<file path="src/rtl/core/jlvp_fifo.sv">
`timescale 1ns / 1ps
module jlvp_fifo #(
  parameter int W     = 8,
  parameter int DEPTH = 4
) (
  input  logic         clk_i,
  input  logic         rst_ni,
  input  logic         push_i,
  input  logic [W-1:0] wdata_i,
  output logic         full_o,
  input  logic         pop_i,
  output logic [W-1:0] rdata_o,
  output logic         empty_o
);

  localparam int PW = (DEPTH > 1) ? $clog2(DEPTH) : 1;
  localparam int NW = $clog2(DEPTH + 1);

  logic [W-1:0]  mem_q [DEPTH];
  logic [PW-1:0] wr_q, wr_d, rd_q, rd_d;
  logic [NW-1:0] fill_q, fill_d;
  logic          do_push, do_pop;

  assign full_o  = (fill_q == NW'(DEPTH));
  assign empty_o = (fill_q == '0);
  assign do_push = push_i & ~full_o;
  assign do_pop  = pop_i & ~empty_o;
  assign rdata_o = mem_q[rd_q];

  always_comb begin
    wr_d   = wr_q;
    rd_d   = rd_q;
    fill_d = fill_q;
    if (do_push) begin
      wr_d = (wr_q == PW'(DEPTH - 1)) ? '0 : wr_q + 1'b1;
    end
    if (do_pop) begin
      rd_d = (rd_q == PW'(DEPTH - 1)) ? '0 : rd_q + 1'b1;
    end
    if (do_push && !do_pop) begin
      fill_d = fill_q + 1'b1;
    end else if (!do_push && do_pop) begin
      fill_d = fill_q - 1'b1;
    end
  end

  always_ff @(posedge clk_i or negedge rst_ni) begin
    if (!rst_ni) begin
      wr_q   <= '0;
      rd_q   <= '0;
      fill_q <= '0;
    end else begin
      wr_q   <= wr_d;
      rd_q   <= rd_d;
      fill_q <= fill_d;
    end
  end

  always_ff @(posedge clk_i) begin
    if (do_push) begin
      mem_q[wr_q] <= wdata_i;
    end
  end

endmodule

</file>
<file path="config.mk">
export PLATFORM = sky130hd
export DESIGN_NAME = jlvp_fifo
export DESIGN_NICKNAME = d
export VERILOG_FILES = /design/src/rtl/core/jlvp_fifo.sv
export SDC_FILE = /design/constraint.sdc
export NUM_CORES = 1
export LEC_CHECK = 0
export BUFFER_PORTS_ARGS = -buffer_cell sky130_fd_sc_hd__buf_2
export CELL_PAD_IN_SITES_DETAIL_PLACEMENT = 2
export CELL_PAD_IN_SITES_GLOBAL_PLACEMENT = 2
export CORE_UTILIZATION = 42
export CTS_CLUSTER_SIZE = 20
export DETAILED_ROUTE_END_ITERATION = 12
export PLACE_DENSITY = 0.85
export SLEW_MARGIN = 20
export SYNTH_ARGS = -nofsm -noshare
export SYNTH_HDL_FRONTEND = slang
export SYNTH_SLANG_ARGS = --single-unit
</file>
<file path="constraint.sdc">
create_clock -name clk_i -period 2.2 [get_ports clk_i]
set_clock_uncertainty 0.05 [all_clocks]
set_input_delay 0.44 -clock clk_i [delete_from_list [all_inputs] [get_ports clk_i]]
set_output_delay 0.44 -clock clk_i [all_outputs]
set_load 0.005 [all_outputs]
</file>
==> impl_metrics.py <==
metrics = {
    "status": {
        "run_status": "finished clean",
    },
    "cells_and_area": {
        "multiInputGateArea_um2": 463,
        "fin_util_pct": 50.7,
        "drive_gt1_share_pct": 47.2,
        "fin_nets": 124,
        "diodes": 0,
        "area_growth_pct": 15.4,
        "fillCellCount": 349,
        "regArea_um2": 1140,
    },
    "placement": {
        "port_buffers": 21,
        "gp_congestion": 0.727,
        "post-dp-hpwl_um": 2060,
    },
    "synth": {
        "synth-seq-cells": 39,
        "syn_inst": 79,
        "synth_top_area_share_pct": 59.3,
        "seq_area_frac_synth_pct": 70.1,
        "synth_top_area_cell": "edfxtp_1",
        "synthTopCellsByArea": "edfxtp_1 59%, mux4_2 11%, dfrtp_1 11%, ha_1 4.6%, mux2_2 2.1%",
        "syn-num-nets": 98,
        "netlist_area_um2": 1620,
        "ys_warn_count": 0,
        "synthDistinctLibCells": 19,
        "synth_area_per_cell_um2": 20.5,
    },
    "setup_path": {
        "end_kind": "flip-flop",
        "start_kind": "flip-flop",
        "r2r_slack_ps": 140,
        "crit_fanout": 4,
        "crit_required_ps": 2360,
        "critPathKind": "reg -> reg",
        "worst-endpoint-arrival_ps": 2220,
    },
    "clocking": {
        "clk_latency_ps": 280,
        "clockBufferDepth": 2,
        "numCtsBuffers": 5,
        "cts_tree": "done",
        "clk_pin_slew_ps": 70,
        "cts.htree.levels": 2,
        "cts_root_buf": "clkbuf_8",
        "cts_sinks": 39,
        "postCtsSetupBuffers": 0,
    },
    "timing": {
        "setup_violations": 0,
        "fin_crit_sh_pct": 93.8,
        "hold_viol_final": 0,
        "final.setup.tns_ps": 0,
        "slew_headroom_pct": 70.7,
        "min_period_ps": 2060,
        "drv_slew": 0,
        "grt_setup_unrepaired": "false",
        "worstMarginPinSlew_ps": 439,
        "max_freq_ghz": 0.485,
    },
    "routing": {
        "vias_per_cell": 4.99,
        "wirelength_um": 2820,
        "wl_per_cell_um": 18.3,
        "initialDrtViolationCount": 34,
        "ant_nets": 0,
        "drcViolationCount": 0,
        "vias": 768,
        "drt_pass1_iterations": 4,
    },
    "global_routing": {
        "grt_pass1_wl_um": 4610,
        "grt_overflow": 0,
        "antenna_found_initial": 0,
        "grt_max_degree": 12,
        "grt_usage_pct": 16.4,
        "grt_pass1_vias": 896,
    },
    "floorplanning": {
        "num_io_pins": 22,
        "core-area_um2": 3690,
        "die_y_um": 64.1,
        "die_x_um": 64.1,
        "initial_core_util_pct": 43.9,
        "dieArea_um2": 4110,
        "rows": 22,
    },
    "run": {
        "max_cap_viol_count": 0,
    },
    "min_path": {
        "hold_class": "in -> reg",
    },
    "power_and_ir_drop": {
        "p_leak_uw": 0.000703,
        "ir_drop_v": 0.000570,
        "powerDensity_nw_per_um2": 1280,
        "power_uw": 2390,
    },
}
-- cells in the mapped netlist, drive strengths merged --
cell type	instances
buf	3
inv	3
edfxtp	32
nor3	1
xnor2	1
nor3b	1
xor2	2
dfrtp	7
mux4	8
mux2	5
nand2b	1
nor2b	1
and2	4
fa	1
nor2	3
ha	6
-- cell families (layout without fill, tap and decap cells) --
kind of cell | Yosys count | count (layout) | share of synthesized area [%]
flops | 39 | 39 | 70.1
mux | 13 | 13 | 15.1
simple gates | 11 | 11 | 5.41
fa+ha+maj | 7 | 7 | 5.87
buf+inv | 6 | 33 | 1.93
xor+xnor | 3 | 3 | 1.62
-- placed cells by master (no fill, tap or decap), drive strengths merged --
cell         instances
nor2                 3
nor2b                1
nor3                 1
mux4                 8
nand2b               1
mux2                 5
and2                 4
clkinv               1
inv                  3
xor2                 2
buf                 21
nor3b                1
dlygate4sd3          1
ha                   6
edfxtp              32
clkbuf               7
fa                   1
dfrtp                7
xnor2                1
-- final cells by class --
type | instances | area share (%)
Multi-Input combinational cell | 34 | 24.8
Clock inverter | 1 | 0.268
Inverter | 3 | 0.602
Tap cell | 48 | 3.21
Sequential cell | 39 | 60.9
Clock buffer | 7 | 4.08
Timing Repair Buffer | 22 | 6.16
-- what timing repair did --
action	in CTS	in global routing
endpoints found under the hold margin	7	0
endpoints found under the setup margin	9	1
pin swaps	0	1
hold buffers	1	0
gates resized for setup	2	2
gates cloned	0	0
-- sequential cells by signal, indices dropped and copies added, names as in the netlist --
name	count
rd_q	2
mem_q	32
wr_q	2
fill_q	3
-- where the power goes --
part | switching, uW | leakage (uW) | internal (uW)
Sequential | 195 | 0.000373 | 1000
Clock | 222 | 0.0000422 | 222
Combinational | 309 | 0.000288 | 438
-- stage by stage --
stage               setup WS (ps)  instances  instance area [um2]  hold slack [ps]
detailed placement           21.3        145                 1770              238
finish                        137        154                 1870              322
floorplan                     212         79                 1620             94.4
global placement              188        145                 1770              236
global route                 7.68        154                 1870              309
CTS                          38.6        154                 1860              311
-- metal layers --
layer  track usage (%)  vias up  wire length, um
li1                  -      351                -
met1              21.8      395             1280
met2              25.4       17             1410
met3              4.82        5               97
met4              6.67        0               31
met5                 0        -                0
-- path summary, 6_finish.rpt --
kind,startpoint,endpoint,cells past startpoint
hold / removal,wdata_i[4],mem_q[3][4]$_DFFE_PP_,1
setup reg to reg,fill_q[0]$_DFFE_PN0P_,fill_q[2]$_DFFE_PN0P_,8
min in group asynchronous,rst_ni,wr_q[0]$_DFFE_PN0P_,2
setup / recovery,fill_q[0]$_DFFE_PN0P_,fill_q[2]$_DFFE_PN0P_,8
hold reg to reg,fill_q[2]$_DFFE_PN0P_,fill_q[2]$_DFFE_PN0P_,1
max in group asynchronous,rst_ni,rd_q[0]$_DFFE_PN0P_,2
-- worst max-delay path: stages, from the launching register on --
cell	delay, ps
dfrtp_2	470
nor3_2	210
nand2b_4	180
ha_1	200
inv_1	60
fa_1	380
xor2_1	150
nor2_1	130
xor2_1	150
Note: power is estimated with default switching activity, not from simulation.
