$ cat src/rtl/core/jlvp_pkg.sv
`timescale 1ns / 1ps
package jlvp_pkg;

  localparam int MAX_POINTS_DEF = 64;
  localparam int FIFO_DEPTH_DEF = 4;
  localparam int DIV_STEPS      = 64;

  localparam logic [31:0] US_PER_S    = 32'd1000000;
  localparam logic [30:0] DECEL_RESET = 31'd65536;
  localparam logic [30:0] JERK_RESET  = 31'd65536;

  localparam logic signed [31:0] S32_MAX = 32'sh7fff_ffff;
  localparam logic signed [31:0] S32_MIN = 32'sh8000_0000;

  // configuration register indexes
  localparam logic CFG_DECEL = 1'b0;
  localparam logic CFG_JERK  = 1'b1;

  localparam logic [1:0] STATUS_UNCHANGED  = 2'd0;
  localparam logic [1:0] STATUS_MODIFIED   = 2'd1;
  localparam logic [1:0] STATUS_TIME_ERROR = 2'd2;

  typedef enum logic [1:0] {
    MODE_ERROR,
    MODE_KEEP,
    MODE_PASS,
    MODE_SMOOTH
  } mode_e;

  typedef struct packed {
    logic               store;
    logic               last;
    mode_e              mode;
    logic [31:0]        ptime;
    logic signed [31:0] speed;
    logic signed [31:0] accel;
    logic signed [31:0] ego_v;
    logic signed [31:0] ego_a;
  } jlvp_rec_t;

  // request to the shared multiply-divide unit: sat32(a * b / c), toward zero
  typedef struct packed {
    logic               start;
    logic signed [32:0] a;
    logic [31:0]        b;
    logic [31:0]        c;
  } md_req_t;

  typedef struct packed {
    logic               done;
    logic signed [31:0] res;
  } md_rsp_t;

  function automatic logic signed [31:0] sat33(input logic signed [32:0] x);
    logic signed [31:0] r;
    if (x[32] != x[31]) begin
      r = x[32] ? S32_MIN : S32_MAX;
    end else begin
      r = $signed(x[31:0]);
    end
    return r;
  endfunction

  function automatic logic signed [31:0] sat_add(input logic signed [31:0] a,
                                                 input logic signed [31:0] b);
    logic signed [32:0] s;
    s = {a[31], a} + {b[31], b};
    return sat33(s);
  endfunction

  function automatic logic signed [31:0] sat_sub(input logic signed [31:0] a,
                                                 input logic signed [31:0] b);
    logic signed [32:0] s;
    s = {a[31], a} - {b[31], b};
    return sat33(s);
  endfunction

  function automatic logic signed [31:0] smax(input logic signed [31:0] a,
                                              input logic signed [31:0] b);
    return (a > b) ? a : b;
  endfunction

  function automatic logic signed [31:0] smin(input logic signed [31:0] a,
                                              input logic signed [31:0] b);
    return (a < b) ? a : b;
  endfunction

  // crossed bounds give lo for x below lo and hi otherwise
  function automatic logic signed [31:0] clamp(input logic signed [31:0] x,
                                               input logic signed [31:0] lo,
                                               input logic signed [31:0] hi);
    logic signed [31:0] r;
    if (x < lo) begin
      r = lo;
    end else if (x > hi) begin
      r = hi;
    end else begin
      r = x;
    end
    return r;
  endfunction

endpackage

$ cat src/rtl/core/jlvp_front.sv
`timescale 1ns / 1ps
module jlvp_front import jlvp_pkg::*; #(
  parameter int MAX_POINTS = MAX_POINTS_DEF
) (
  input  logic               clk_i,
  input  logic               rst_ni,
  input  logic               in_valid_i,
  output logic               in_ready_o,
  input  logic [31:0]        point_time_i,
  input  logic signed [31:0] point_speed_i,
  input  logic signed [31:0] point_accel_i,
  input  logic               limit_valid_i,
  input  logic [30:0]        speed_limit_i,
  input  logic               ego_speed_valid_i,
  input  logic [30:0]        ego_speed_i,
  input  logic               ego_accel_valid_i,
  input  logic signed [31:0] ego_accel_i,
  input  logic               in_last_i,
  input  logic               full_i,
  output logic               push_o,
  output jlvp_rec_t          rec_o
);

  localparam int CW = $clog2(MAX_POINTS + 1);

  logic [CW-1:0]      count_q;
  logic               capped_q, err_q, egosv_q, egoav_q;
  logic [31:0]        prev_time_q;
  logic [30:0]        fcap_q, egos_q;
  logic signed [31:0] egoa_q, fspeed_q, faccel_q;

  logic               acc, store, first, terr, over;
  logic               err_n, cap_n, skip, egosv, egoav;
  logic [30:0]        fcap_n, egos;
  logic signed [31:0] lim_s, speed_c, accel_c, egoa, fspeed, faccel, ego_v, ego_a;
  logic [35:0]        cap_x20, ego_x17;

  assign in_ready_o = ~full_i;
  assign acc        = in_valid_i & ~full_i;
  assign push_o     = acc;

  always_comb begin
    store   = (count_q < CW'(MAX_POINTS));
    first   = (count_q == '0);
    terr    = store && !first && (point_time_i <= prev_time_q);
    lim_s   = $signed({1'b0, speed_limit_i});
    over    = limit_valid_i && (point_speed_i > lim_s);
    speed_c = over ? lim_s : point_speed_i;
    accel_c = (over && point_accel_i > 32'sd0) ? 32'sd0 : point_accel_i;
    err_n   = err_q | terr;
    cap_n   = capped_q | (store & over);
    fcap_n  = capped_q ? fcap_q : speed_limit_i;
    // ego state is taken from the first point of the trajectory
    egosv   = (store && first) ? ego_speed_valid_i : egosv_q;
    egos    = (store && first) ? ego_speed_i : egos_q;
    egoav   = (store && first) ? ego_accel_valid_i : egoav_q;
    egoa    = (store && first) ? ego_accel_i : egoa_q;
    fspeed  = (store && first) ? point_speed_i : fspeed_q;
    faccel  = (store && first) ? point_accel_i : faccel_q;
    ego_v   = egosv ? $signed({1'b0, egos}) : fspeed;
    ego_a   = egoav ? egoa : faccel;
    // deadband: first capped speed above 85% of ego speed
    cap_x20 = {5'b0, fcap_n} * 36'd20;
    ego_x17 = {5'b0, egos} * 36'd17;
    skip    = egosv && (cap_x20 > ego_x17);

    rec_o.store = store;
    rec_o.last  = in_last_i;
    rec_o.ptime = point_time_i;
    rec_o.speed = speed_c;
    rec_o.accel = accel_c;
    rec_o.ego_v = ego_v;
    rec_o.ego_a = ego_a;
    priority if (err_n) begin
      rec_o.mode = MODE_ERROR;
    end else if (!cap_n) begin
      rec_o.mode = MODE_KEEP;
    end else if (skip) begin
      rec_o.mode = MODE_PASS;
    end else begin
      rec_o.mode = MODE_SMOOTH;
    end
  end

  always_ff @(posedge clk_i or negedge rst_ni) begin
    if (!rst_ni) begin
      count_q  <= '0;
      capped_q <= 1'b0;
      err_q    <= 1'b0;
      egosv_q  <= 1'b0;
      egoav_q  <= 1'b0;
    end else if (acc) begin
      if (store && first) begin
        egosv_q <= ego_speed_valid_i;
        egoav_q <= ego_accel_valid_i;
      end
      if (in_last_i) begin
        count_q  <= '0;
        capped_q <= 1'b0;
        err_q    <= 1'b0;
      end else if (store) begin
        count_q  <= count_q + 1'b1;
        capped_q <= cap_n;
        err_q    <= err_n;
      end
    end
  end

  always_ff @(posedge clk_i) begin
    if (acc && store) begin
      prev_time_q <= point_time_i;
      fcap_q      <= fcap_n;
      if (first) begin
        egos_q   <= ego_speed_i;
        egoa_q   <= ego_accel_i;
        fspeed_q <= point_speed_i;
        faccel_q <= point_accel_i;
      end
    end
  end

endmodule

$ cat config.mk
export PLATFORM = sky130hd
export DESIGN_NAME = jlvp_front
export DESIGN_NICKNAME = d
export VERILOG_FILES = /design/src/rtl/core/jlvp_pkg.sv /design/src/rtl/core/jlvp_front.sv
export SDC_FILE = /design/constraint.sdc
export NUM_CORES = 1
export LEC_CHECK = 0
export ABC_AREA = 1
export BUFFER_PORTS_ARGS = -buffer_cell sky130_fd_sc_hd__buf_2
export CORE_MARGIN = 2
export CORE_UTILIZATION = 58
export DETAILED_ROUTE_END_ITERATION = 12
export PLACE_DENSITY_LB_ADDON = 0.08
export SLEW_MARGIN = 20
export SYNTH_ARGS = -nofsm -noshare
export SYNTH_HDL_FRONTEND = slang
export SYNTH_SLANG_ARGS = --single-unit
$ cat constraint.sdc
create_clock -name clk_i -period 13.33 [get_ports clk_i]
set_input_delay 2.666 -clock clk_i [delete_from_list [all_inputs] [get_ports clk_i]]
set_output_delay 2.666 -clock clk_i [all_outputs]
set_load 0.05 [all_outputs]
==> metrics.cfg <==
[worst_setup_path]
cp_common_cell=nand2_1
crit_required_ns=10.66
ff2ff_setup_slack_ns=8.49
end_kind=primary output
cp.arrival_ns=7.20
r2r_start=count_q[0]
critPathSlowestCell=clkinv_2
crit_path_start_kind=flop
worstPathMaxFanout=46
worstReg2RegEnd=egos_q[13]
slowest_delay_ns=0.83
r2r_cells=9
path_class=flop to primary output

[logic_synthesis]
ys_ff_latch=201
yosys_warnings=0
syn_nets=2378
syn_area_per_cell_um2=8.252
synthesis.area_um2=16390
synth.distinct_cells=46
yosysSeqAreaShare_pct=36.49
syn-instance-count=1986

[drt]
route.detailed.drc=0
drt_iter0_drc=1185
num_vias=15000
first_pass_iters=5
postRouteAntennaNets=0
wl_per_cell_um=19.00
viasPerCell=5.571
wl_um=51180

[worst_hold_path]
min_path_cells=1
min_to=count_q[0]
hp-class=flop to flop
hold_start=count_q[0]

[clock_network]
cts_tree=yes
cts_buffers=23
cts-hold-fix-buffers=0
post-cts-setup-buffer-count=0
cts.htree.levels=1
clockBufferDepth=3
cts_sinks=201
cts_resized=0
cts.clk_slew.worst_paths_ns=0.06
insertion_delay_ns=0.51
cts_root_buffer=clkbuf_16

[cells_and_area]
finish.utilization_pct=67.77
fillers=2417
mostFrequentLayoutCells=nand2_1, buf_2, nor2_1
syn_to_final_growth_pct=14.89
post_route_cells_drive_above_1_share_pct=20.36
finalNetCount=2684
final_common_cell=nand2_1

[floorplan]
rows=61
fp.dieW_um=172.1
dieArea_um2=29620
core-area_um2=27780
start_util_pct=58.99
ios=364
fp.dieH_um=172.1

[power]
pwr-share-seq_pct=15.4
switching_share_pct=56.97
worst_ir_drop_vdd_mv=0.2240
p_clk_share_pct=11.7
power_switching_mw=2.901
p_leak_nw=9.023
p_comb_share_pct=72.8
p_int_mw=2.191
powerDensity_nw_per_um2=270.4

[sta]
fin_crit_ns=9.868
hold_viol=0
slew_violations=0
layout_worst_path_cycle_share_pct=74.03
rsz0062_at_grt=false
skew_ns=0.008635
slew_headroom_pct=29.95
tightest_slew_ns=1.047
max_freq_ghz=0.1013
setup_viol=0
fin_tns_setup_ns=0

[placement]
routabilityCongestion=0.9946
io_buffers=363
dp_hpwl_um=40900

[run]
cap_violations=0

[global_routing]
grt_pass1_wl_um=76650
grt_pass1_vias=14140
grt_antenna_before_repair=6
overflow=0
grt_max_degree=92
grt_use_total_pct=33.65

[run_status]
status=finished, final reports clean

## kinds of logic after synthesis
family | Yosys count | share of synthesized area [%]
XOR/XNOR | 70 | 3.741
AO/OA/AOI/OAI | 368 | 13.02
flip-flops | 201 | 36.49
adder cells (fa/ha/maj) | 194 | 14.90
buffers and inverters | 318 | 9.124
multiplexers | 17 | 2.229
AND/OR/NAND/NOR | 818 | 20.49
## registers in the layout (all words and copies together), names as in the netlist
signal	count
capped_q	1
count_q	7
egoa_q	32
egoav_q	1
egos_q	31
egosv_q	1
err_q	1
faccel_q	32
fcap_q	31
fspeed_q	32
prev_time_q	32
## layer usage
| layer | routed length [µm] | vias to the layer above | GRT usage [%] |
|---|---|---|---|
| met1 | 20840 | 6969 | 43.31 |
| met4 | 2364 | 2 | 14.69 |
| met3 | 3767 | 100 | 4.509 |
| met5 | 11 | - | 0 |
| met2 | 24200 | 617 | 56.94 |
| li1 | - | 7314 | - |
## worst max-delay path by stage
stage | start | end | cells past startpoint
after floorplan | speed_limit_i[3] | rec_o[160] | 22
after global placement | speed_limit_i[0] | rec_o[160] | 24
after detailed placement | speed_limit_i[3] | rec_o[160] | 24
after CTS | count_q[0] | rec_o[160] | 31
after global routing | count_q[0] | rec_o[160] | 32
final | count_q[0] | rec_o[160] | 31
## power by group through the flow
stage               sequential (mW)  combinational, mW  clock [mW]
floorplan                     0.800               2.82           0
global placement              0.796               3.62           0
detailed placement            0.798               3.67           0
CTS                           0.786               3.69       0.600
global route                  0.790               4.04       0.624
finish                        0.785               3.71       0.597
## Yosys cell counts (all sizes together)
cell,count,area [µm²]
o31ai,11,82.58
and3,1,6.260
nand2b,1,6.260
nor2,244,943.4
nand4,23,143.9
xor2,51,446.7
buf,72,571.8
dfrtp,11,275.3
clkbuf,18,67.56
nand2,448,1687
xnor2,19,166.4
a211oi,1,7.510
nor4,10,62.56
inv,228,855.8
or2,30,187.7
o21ai,140,738.2
nand3,41,217.7
edfxtp,190,5705
and2,1,6.260
mux2i,17,365.4
a21o,7,52.55
a21boi,3,22.52
a31oi,37,231.5
nor3,18,90.09
o21a,10,75.07
o211ai,34,275.3
nor3b,1,7.510
a21oi,116,580.6
ha,192,2402
fa,2,40.04
o21bai,9,67.56
## worst max-delay path: cells and delay by family, from the launching register on
family,cells,cell delay (ns)
AOI/OAI and AO/OA,2,0.27
xor gates and xnor gates,1,0.08
adders and majority gates,4,1.15
buffers and inverters,6,1.51
DFF,1,0.38
and+or+nand+nor,18,3.25
## layout make-up
class                           instances  area [µm²]  share of cell area [%]
Multi-Input combinational cell       1467        8932                   47.44
Antenna cell                            7       17.52                 0.09304
Sequential cell                       201        5981                   31.76
Inverter                              228       857.1                   4.552
Timing Repair Buffer                  371        1877                   9.968
Clock inverter                          9       71.32                  0.3788
Clock buffer                           32       619.3                   3.289
Tap cell                              378       473.0                   2.512
## through the flow
step / total power [mW] / setup slack (ns) / hold WS (ns) / cells / area (µm²)
2_1_floorplan: 3.615 / 4.414 / 0.4726 / 1986 / 16390
3_3_place_gp: 4.418 / 3.744 / 0.4967 / 2645 / 18120
3_5_place_dp: 4.472 / 3.649 / 0.4926 / 2645 / 18120
4_1_cts: 5.078 / 3.473 / 0.5004 / 2686 / 18810
5_1_grt: 5.451 / 2.988 / 0.5121 / 2691 / 18820
6_report: 5.092 / 3.462 / 0.4982 / 2693 / 18830
Power figures use the tool's default switching activity.
