**config.mk**
```make
export PLATFORM = sky130hd
export DESIGN_NAME = jlvp_muldiv
export DESIGN_NICKNAME = d
export VERILOG_FILES = /design/src/rtl/core/jlvp_pkg.sv /design/src/rtl/core/jlvp_muldiv.sv
export SDC_FILE = /design/constraint.sdc
export NUM_CORES = 2
export LEC_CHECK = 0
export BUFFER_PORTS_ARGS = -buffer_cell sky130_fd_sc_hd__buf_4
export CORE_UTILIZATION = 67
export DETAILED_ROUTE_END_ITERATION = 7
export GPL_TIMING_DRIVEN = 0
export PLACE_DENSITY = 0.89
export SLEW_MARGIN = 15
export SYNTH_ARGS = -nofsm -noshare
export SYNTH_HDL_FRONTEND = slang
export SYNTH_SLANG_ARGS = --single-unit
```
**constraint.sdc**
```tcl
create_clock -name clk_i -period 14.45 [get_ports clk_i]
set_clock_uncertainty 0.15 [all_clocks]
set_input_delay 4.335 -clock clk_i [delete_from_list [all_inputs] [get_ports clk_i]]
set_output_delay 4.335 -clock clk_i [all_outputs]
set_load 0.01 [all_outputs]
```
**src/rtl/core/jlvp_pkg.sv**
```systemverilog
`timescale 1ns / 1ps
package jlvp_pkg;

  localparam int MAX_POINTS_DEF = 64;
  localparam int FIFO_DEPTH_DEF = 4;
  localparam int DIV_STEPS      = 64;

  localparam logic [31:0] US_PER_S    = 32'd1000000;
  localparam logic [30:0] DECEL_RESET = 31'd65536;
  localparam logic [30:0] JERK_RESET  = 31'd65536;

  localparam logic signed [31:0] S32_MAX = 32'sh7fff_ffff;
  localparam logic signed [31:0] S32_MIN = 32'sh8000_0000;

  // configuration register indexes
  localparam logic CFG_DECEL = 1'b0;
  localparam logic CFG_JERK  = 1'b1;

  localparam logic [1:0] STATUS_UNCHANGED  = 2'd0;
  localparam logic [1:0] STATUS_MODIFIED   = 2'd1;
  localparam logic [1:0] STATUS_TIME_ERROR = 2'd2;

  typedef enum logic [1:0] {
    MODE_ERROR,
    MODE_KEEP,
    MODE_PASS,
    MODE_SMOOTH
  } mode_e;

  typedef struct packed {
    logic               store;
    logic               last;
    mode_e              mode;
    logic [31:0]        ptime;
    logic signed [31:0] speed;
    logic signed [31:0] accel;
    logic signed [31:0] ego_v;
    logic signed [31:0] ego_a;
  } jlvp_rec_t;

  // request to the shared multiply-divide unit: sat32(a * b / c), toward zero
  typedef struct packed {
    logic               start;
    logic signed [32:0] a;
    logic [31:0]        b;
    logic [31:0]        c;
  } md_req_t;

  typedef struct packed {
    logic               done;
    logic signed [31:0] res;
  } md_rsp_t;

  function automatic logic signed [31:0] sat33(input logic signed [32:0] x);
    logic signed [31:0] r;
    if (x[32] != x[31]) begin
      r = x[32] ? S32_MIN : S32_MAX;
    end else begin
      r = $signed(x[31:0]);
    end
    return r;
  endfunction

  function automatic logic signed [31:0] sat_add(input logic signed [31:0] a,
                                                 input logic signed [31:0] b);
    logic signed [32:0] s;
    s = {a[31], a} + {b[31], b};
    return sat33(s);
  endfunction

  function automatic logic signed [31:0] sat_sub(input logic signed [31:0] a,
                                                 input logic signed [31:0] b);
    logic signed [32:0] s;
    s = {a[31], a} - {b[31], b};
    return sat33(s);
  endfunction

  function automatic logic signed [31:0] smax(input logic signed [31:0] a,
                                              input logic signed [31:0] b);
    return (a > b) ? a : b;
  endfunction

  function automatic logic signed [31:0] smin(input logic signed [31:0] a,
                                              input logic signed [31:0] b);
    return (a < b) ? a : b;
  endfunction

  // crossed bounds give lo for x below lo and hi otherwise
  function automatic logic signed [31:0] clamp(input logic signed [31:0] x,
                                               input logic signed [31:0] lo,
                                               input logic signed [31:0] hi);
    logic signed [31:0] r;
    if (x < lo) begin
      r = lo;
    end else if (x > hi) begin
      r = hi;
    end else begin
      r = x;
    end
    return r;
  endfunction

endpackage

```
**src/rtl/core/jlvp_muldiv.sv**
```systemverilog
`timescale 1ns / 1ps
module jlvp_muldiv import jlvp_pkg::*; (
  input  logic    clk_i,
  input  logic    rst_ni,
  input  md_req_t req_i,
  output md_rsp_t rsp_o
);

  localparam int SW        = $clog2(DIV_STEPS);
  localparam int RCP_STEPS = 4;
  // floor(n / 15625) equals (n * {RCP_HI, RCP_LO}) >> 59 for n below 2^45
  localparam logic [13:0] RCP_HI    = 14'h218d;
  localparam logic [31:0] RCP_LO    = 32'hef41_6bdc;
  // a product at or above this scales to 2^31 or more and saturates
  localparam logic [63:0] RCP_LIMIT = 64'h0007_a120_0000_0000;

  typedef enum logic [2:0] {
    M_IDLE,
    M_MUL,
    M_DIV,
    M_RCP,
    M_FIN
  } md_state_e;

  md_state_e          state_q;
  logic               neg_q, done_q, recip_q;
  logic [31:0]        amag_q, b_q, c_q, rem_q;
  logic [63:0]        quo_q;
  logic [95:0]        acc_q;
  logic [SW-1:0]      step_q;
  logic signed [31:0] res_q;

  logic [32:0] a_neg, shifted, diff;
  logic        ge, ovf;
  logic [44:0] nrm;
  logic [31:0] px, py;
  logic [63:0] pp;
  logic [95:0] addend, acc_nx;

  assign a_neg   = -req_i.a;
  assign shifted = {rem_q, quo_q[63]};
  assign diff    = shifted - {1'b0, c_q};
  assign ge      = ~diff[32];

  // division by one second in microseconds: 2^6 * 15625, by reciprocal
  assign ovf = (quo_q >= RCP_LIMIT);
  assign nrm = quo_q[50:6];
  assign pp  = {32'b0, px} * {32'b0, py};
  assign acc_nx = acc_q + addend;

  always_comb begin
    unique case (step_q[1:0])
      2'd0: begin
        px     = nrm[31:0];
        py     = RCP_LO;
        addend = {32'b0, pp};
      end
      2'd1: begin
        px     = nrm[31:0];
        py     = {18'b0, RCP_HI};
        addend = {pp, 32'b0};
      end
      2'd2: begin
        px     = {19'b0, nrm[44:32]};
        py     = RCP_LO;
        addend = {pp, 32'b0};
      end
      default: begin
        px     = {19'b0, nrm[44:32]};
        py     = {18'b0, RCP_HI};
        addend = {pp[31:0], 64'b0};
      end
    endcase
  end

  assign rsp_o.done = done_q;
  assign rsp_o.res  = res_q;

  always_ff @(posedge clk_i or negedge rst_ni) begin
    if (!rst_ni) begin
      state_q <= M_IDLE;
      done_q  <= 1'b0;
    end else begin
      done_q <= 1'b0;
      unique case (state_q)
        M_IDLE: begin
          if (req_i.start) begin
            state_q <= M_MUL;
          end
        end
        M_MUL: begin
          state_q <= recip_q ? M_RCP : M_DIV;
        end
        M_DIV: begin
          if (step_q == SW'(DIV_STEPS - 1)) begin
            state_q <= M_FIN;
          end
        end
        M_RCP: begin
          if (step_q == SW'(RCP_STEPS - 1)) begin
            state_q <= M_FIN;
          end
        end
        M_FIN: begin
          done_q  <= 1'b1;
          state_q <= M_IDLE;
        end
        default: state_q <= M_IDLE;
      endcase
    end
  end

  always_ff @(posedge clk_i) begin
    unique case (state_q)
      M_IDLE: begin
        if (req_i.start) begin
          neg_q   <= req_i.a[32];
          amag_q  <= req_i.a[32] ? a_neg[31:0] : req_i.a[31:0];
          b_q     <= req_i.b;
          c_q     <= req_i.c;
          recip_q <= (req_i.c == US_PER_S);
        end
      end
      M_MUL: begin
        quo_q  <= {32'b0, amag_q} * {32'b0, b_q};
        rem_q  <= '0;
        acc_q  <= '0;
        step_q <= '0;
      end
      M_DIV: begin
        // restoring division, one quotient bit per cycle
        rem_q  <= ge ? diff[31:0] : shifted[31:0];
        quo_q  <= {quo_q[62:0], ge};
        step_q <= step_q + 1'b1;
      end
      M_RCP: begin
        // one 32x32 partial product of the reciprocal multiply per cycle
        acc_q  <= acc_nx;
        step_q <= step_q + 1'b1;
        if (step_q == SW'(RCP_STEPS - 1)) begin
          quo_q <= ovf ? 64'h8000_0000 : {33'b0, acc_nx[89:59]};
        end
      end
      M_FIN: begin
        if (neg_q) begin
          res_q <= (quo_q > 64'h8000_0000) ? S32_MIN : $signed(-quo_q[31:0]);
        end else begin
          res_q <= (quo_q > 64'h7fff_ffff) ? S32_MAX : $signed(quo_q[31:0]);
        end
      end
      default: ;
    endcase
  end

endmodule

```
==> results.tsv <==
metric	value	unit
Worst-Margin Slew	1350	ps
Wirelength per Cell	27.0	microns
Final Wtd Congestion	1.09	
vias	65100	
top-count cell post-synth	inv_1	
post-route ant nets	0	
Seq/Total Area, Yosys	0.127	
Initial DRC Count	8070	
FFs w/ async S/R, synth	0.0123	
IO buf count	132	
placed inst area	79900	sq um
Netlist Area Pre-Place	76700	sq um
post-synthesis xor/xnor area fraction	0.0332	
Slew Limit Fails	0	
mean post-synth cell area	9.11	sq um
crit path time final	14350	ps
Yosys top cell area share	0.364	
TritonCTS Buffers	39	
CTS root buffer	clkbuf_16	
# IOs	133	
Longest Clk Path Bufs	3	
core footprint	113000	sq um
Worst Setup End Kind	flop	
slowest CP cell	xor2_1	
Non-Filler Instances	10200	
Worst Hold End	quo_q[63]	
Fin Setup TNS	0	ps
Syn Nets	10800	
Die H	340	microns
Final Hold Viols	0	
# rows	123	
Syn Inst Count	8418	
RR Startpoint	step_q[1]	
Crit Path Max Fanout	14	
Crit path required time	14630	ps
Vias/cell	6.39	
largest family of logic cells by synthesized area	adder cells	
Die Span X	340	microns
number of global-route vias before repair	65700	
Reg2Reg Capture Point	quo_q[12]	
DRC	0	
top cells by count, synth	1808 x inv_1, 1395 x fa_1, 1153 x nand2_1	
Yosys reg bits	326	
compound-cell area share of the yosys netlist	0.0972	
post-synthesis adder-cell area fraction	0.502	
CTS tree	done	
Slew headroom	0.0985	
status	finished clean	
initial antenna violation count	32	
HP Class	flop to flop	
DPL Wire Length	232	mm
nets	11000	
Reg clk slew, reported paths	60	ps
Ys Warns	0	
reg2reg setup slack	100	ps
Final Cycle Share	0.993	
Setup Viol. Count Final	0	
mux contribution to synthesized area	0.00256	
hold path depth	2	
CP most frequent cell	fa_1	
EDFF count, synth	322	
Crit Path Class	flop to flop	
Post-CTS Hold Fix Bufs	0	
CP arrival	14530	ps
global route overflow	0	
clock sink count	326	
# Max-Cap Violations	0	
synth-to-layout area growth	6.31	%
CP startpoint kind	flop	
unique cell type count in the Yosys netlist	96	
HP Start	quo_q[62]	
H-tree depth	2	
simple-gate share of the synthesized area	0.130	
Global Route Usage Sum	0.477	
largest net degree at the start of global routing	50	
RSZ-0062 raised after global routing	true	
first-pass GRT wire length	406	mm
area leader, netlist	fa_1	
WL final	275	mm
cells on worst reg2reg path	44	
layout cell share with drive strength beyond 1	0.0385	
Slowest Stage Delay on Critical Path	590	ps
DR pass1 iterations	7	
die area	116000	sq um
Synth Flop Type	edfxtp_1	
Initial Util	0.679	
clk_lat worst skew	630	ps
Final Cell Area	81500	sq um
largest cells by area after synthesis	fa_1 36%, ha_1 14%, edfxtp_1 13%	
Peak Freq	69.7	MHz
post-placement cell count	10100	
## metal layers
layer  track usage  share of wire  up-vias  wire length, microns
met3         0.198           0.16     1117                 44900
li1              -              -    27000                     -
met2         0.681           0.41     5062                114000
met4         0.239          0.061       26                 16800
met1         0.626           0.36    31900                 99200
met5       0.00408        0.00067        -                   184
## critical path: cells and delay by family, from the launching register on
family                     cells  cell delay [ps]
adders and majority gates     11             4790
AOI/OAI and AO/OA             15             4030
buffers and inverters         11             2190
and+or+nand+nor                5             1690
xor gates and xnor gates       2              770
DFF                            1              390
## registers in the layout, summed over array words and instances, names as in the netlist
signal / count
acc_q: 90
quo_q: 64
amag_q: 32
b_q: 32
c_q: 32
rem_q: 32
res_q: 32
step_q: 6
state_q: 3
done_q: 1
neg_q: 1
recip_q: 1
## kinds of logic after synthesis
group,after synthesis
fa+ha+maj,2238
buf+inv,2195
simple gates,2194
compound gates,1155
flops,326
xor+xnor,291
mux,19
## worst max-delay path by stage
stage,slack (ps),to,cells after the start,from
6_report,100,quo_q[12],44,step_q[1]
5_1_grt,-290,quo_q[16],45,step_q[1]
4_1_cts,5,quo_q[16],45,step_q[1]
3_5_place_dp,-1330,quo_q[16],46,step_q[1]
2_1_floorplan,2680,acc_q[83],45,step_q[1]
3_3_place_gp,-1170,quo_q[22],45,step_q[1]
## through the flow
step           hold WS [ps]  utilization  setup WS (ps)
2_1_floorplan           372            -           2680
3_3_place_gp            384        0.704          -1170
3_5_place_dp            410        0.708          -1330
4_1_cts                 402        0.720           4.89
5_1_grt                 444        0.721           -288
6_report                410        0.721            104
## cells in the final DEF (no fill, tap or decap), types with 12 or more instances in the layout
cell type	synthesis	final
edfxtp_1	322	322
or2_2	13	13
o211ai_1	26	26
o21ai_0	258	257
a31oi_1	39	38
o22ai_1	25	24
o21ai_1	23	24
a22o_1	33	33
nor3_1	52	51
or3_1	29	29
and3_1	29	29
clkbuf_16	0	39
ha_1	843	843
o221ai_1	20	20
a221o_1	12	12
buf_4	2	151
fa_1	1395	1395
nor2_1	336	326
nor2b_1	34	33
nand4_1	80	80
a21o_1	143	143
xor2_1	82	82
buf_6	2	16
a211oi_1	36	35
clkbuf_1	360	359
a21oi_1	303	301
buf_1	13	12
nand2b_1	22	22
o31ai_1	30	30
o21bai_1	50	50
and2_1	261	261
inv_1	1808	1800
nor4_1	27	27
nand3_1	108	108
diode_2	0	31
nand2_1	1153	1151
xnor2_1	209	208
o21a_1	28	28
## cell type report
cell class              instances  area [sq um]
diodes                         31          77.6
plain buffers                 383          1480
clock buffers                  43           991
clock inverters                25           308
fillers                      8582         31500
inverters                    1810          6820
multi-input cells            5897         58800
flip-flops and latches        326          9770
well taps                    1500          1880
repair buffers                169          1420
## timing repair
item                                    4_1_cts  5_1_grt
buffers inserted                              1       13
endpoints found under the setup margin       63       41
resized for setup                            15        7
Power is not shown: default switching activity piles up to over one toggle a cycle in this logic, so the estimate is an artifact.
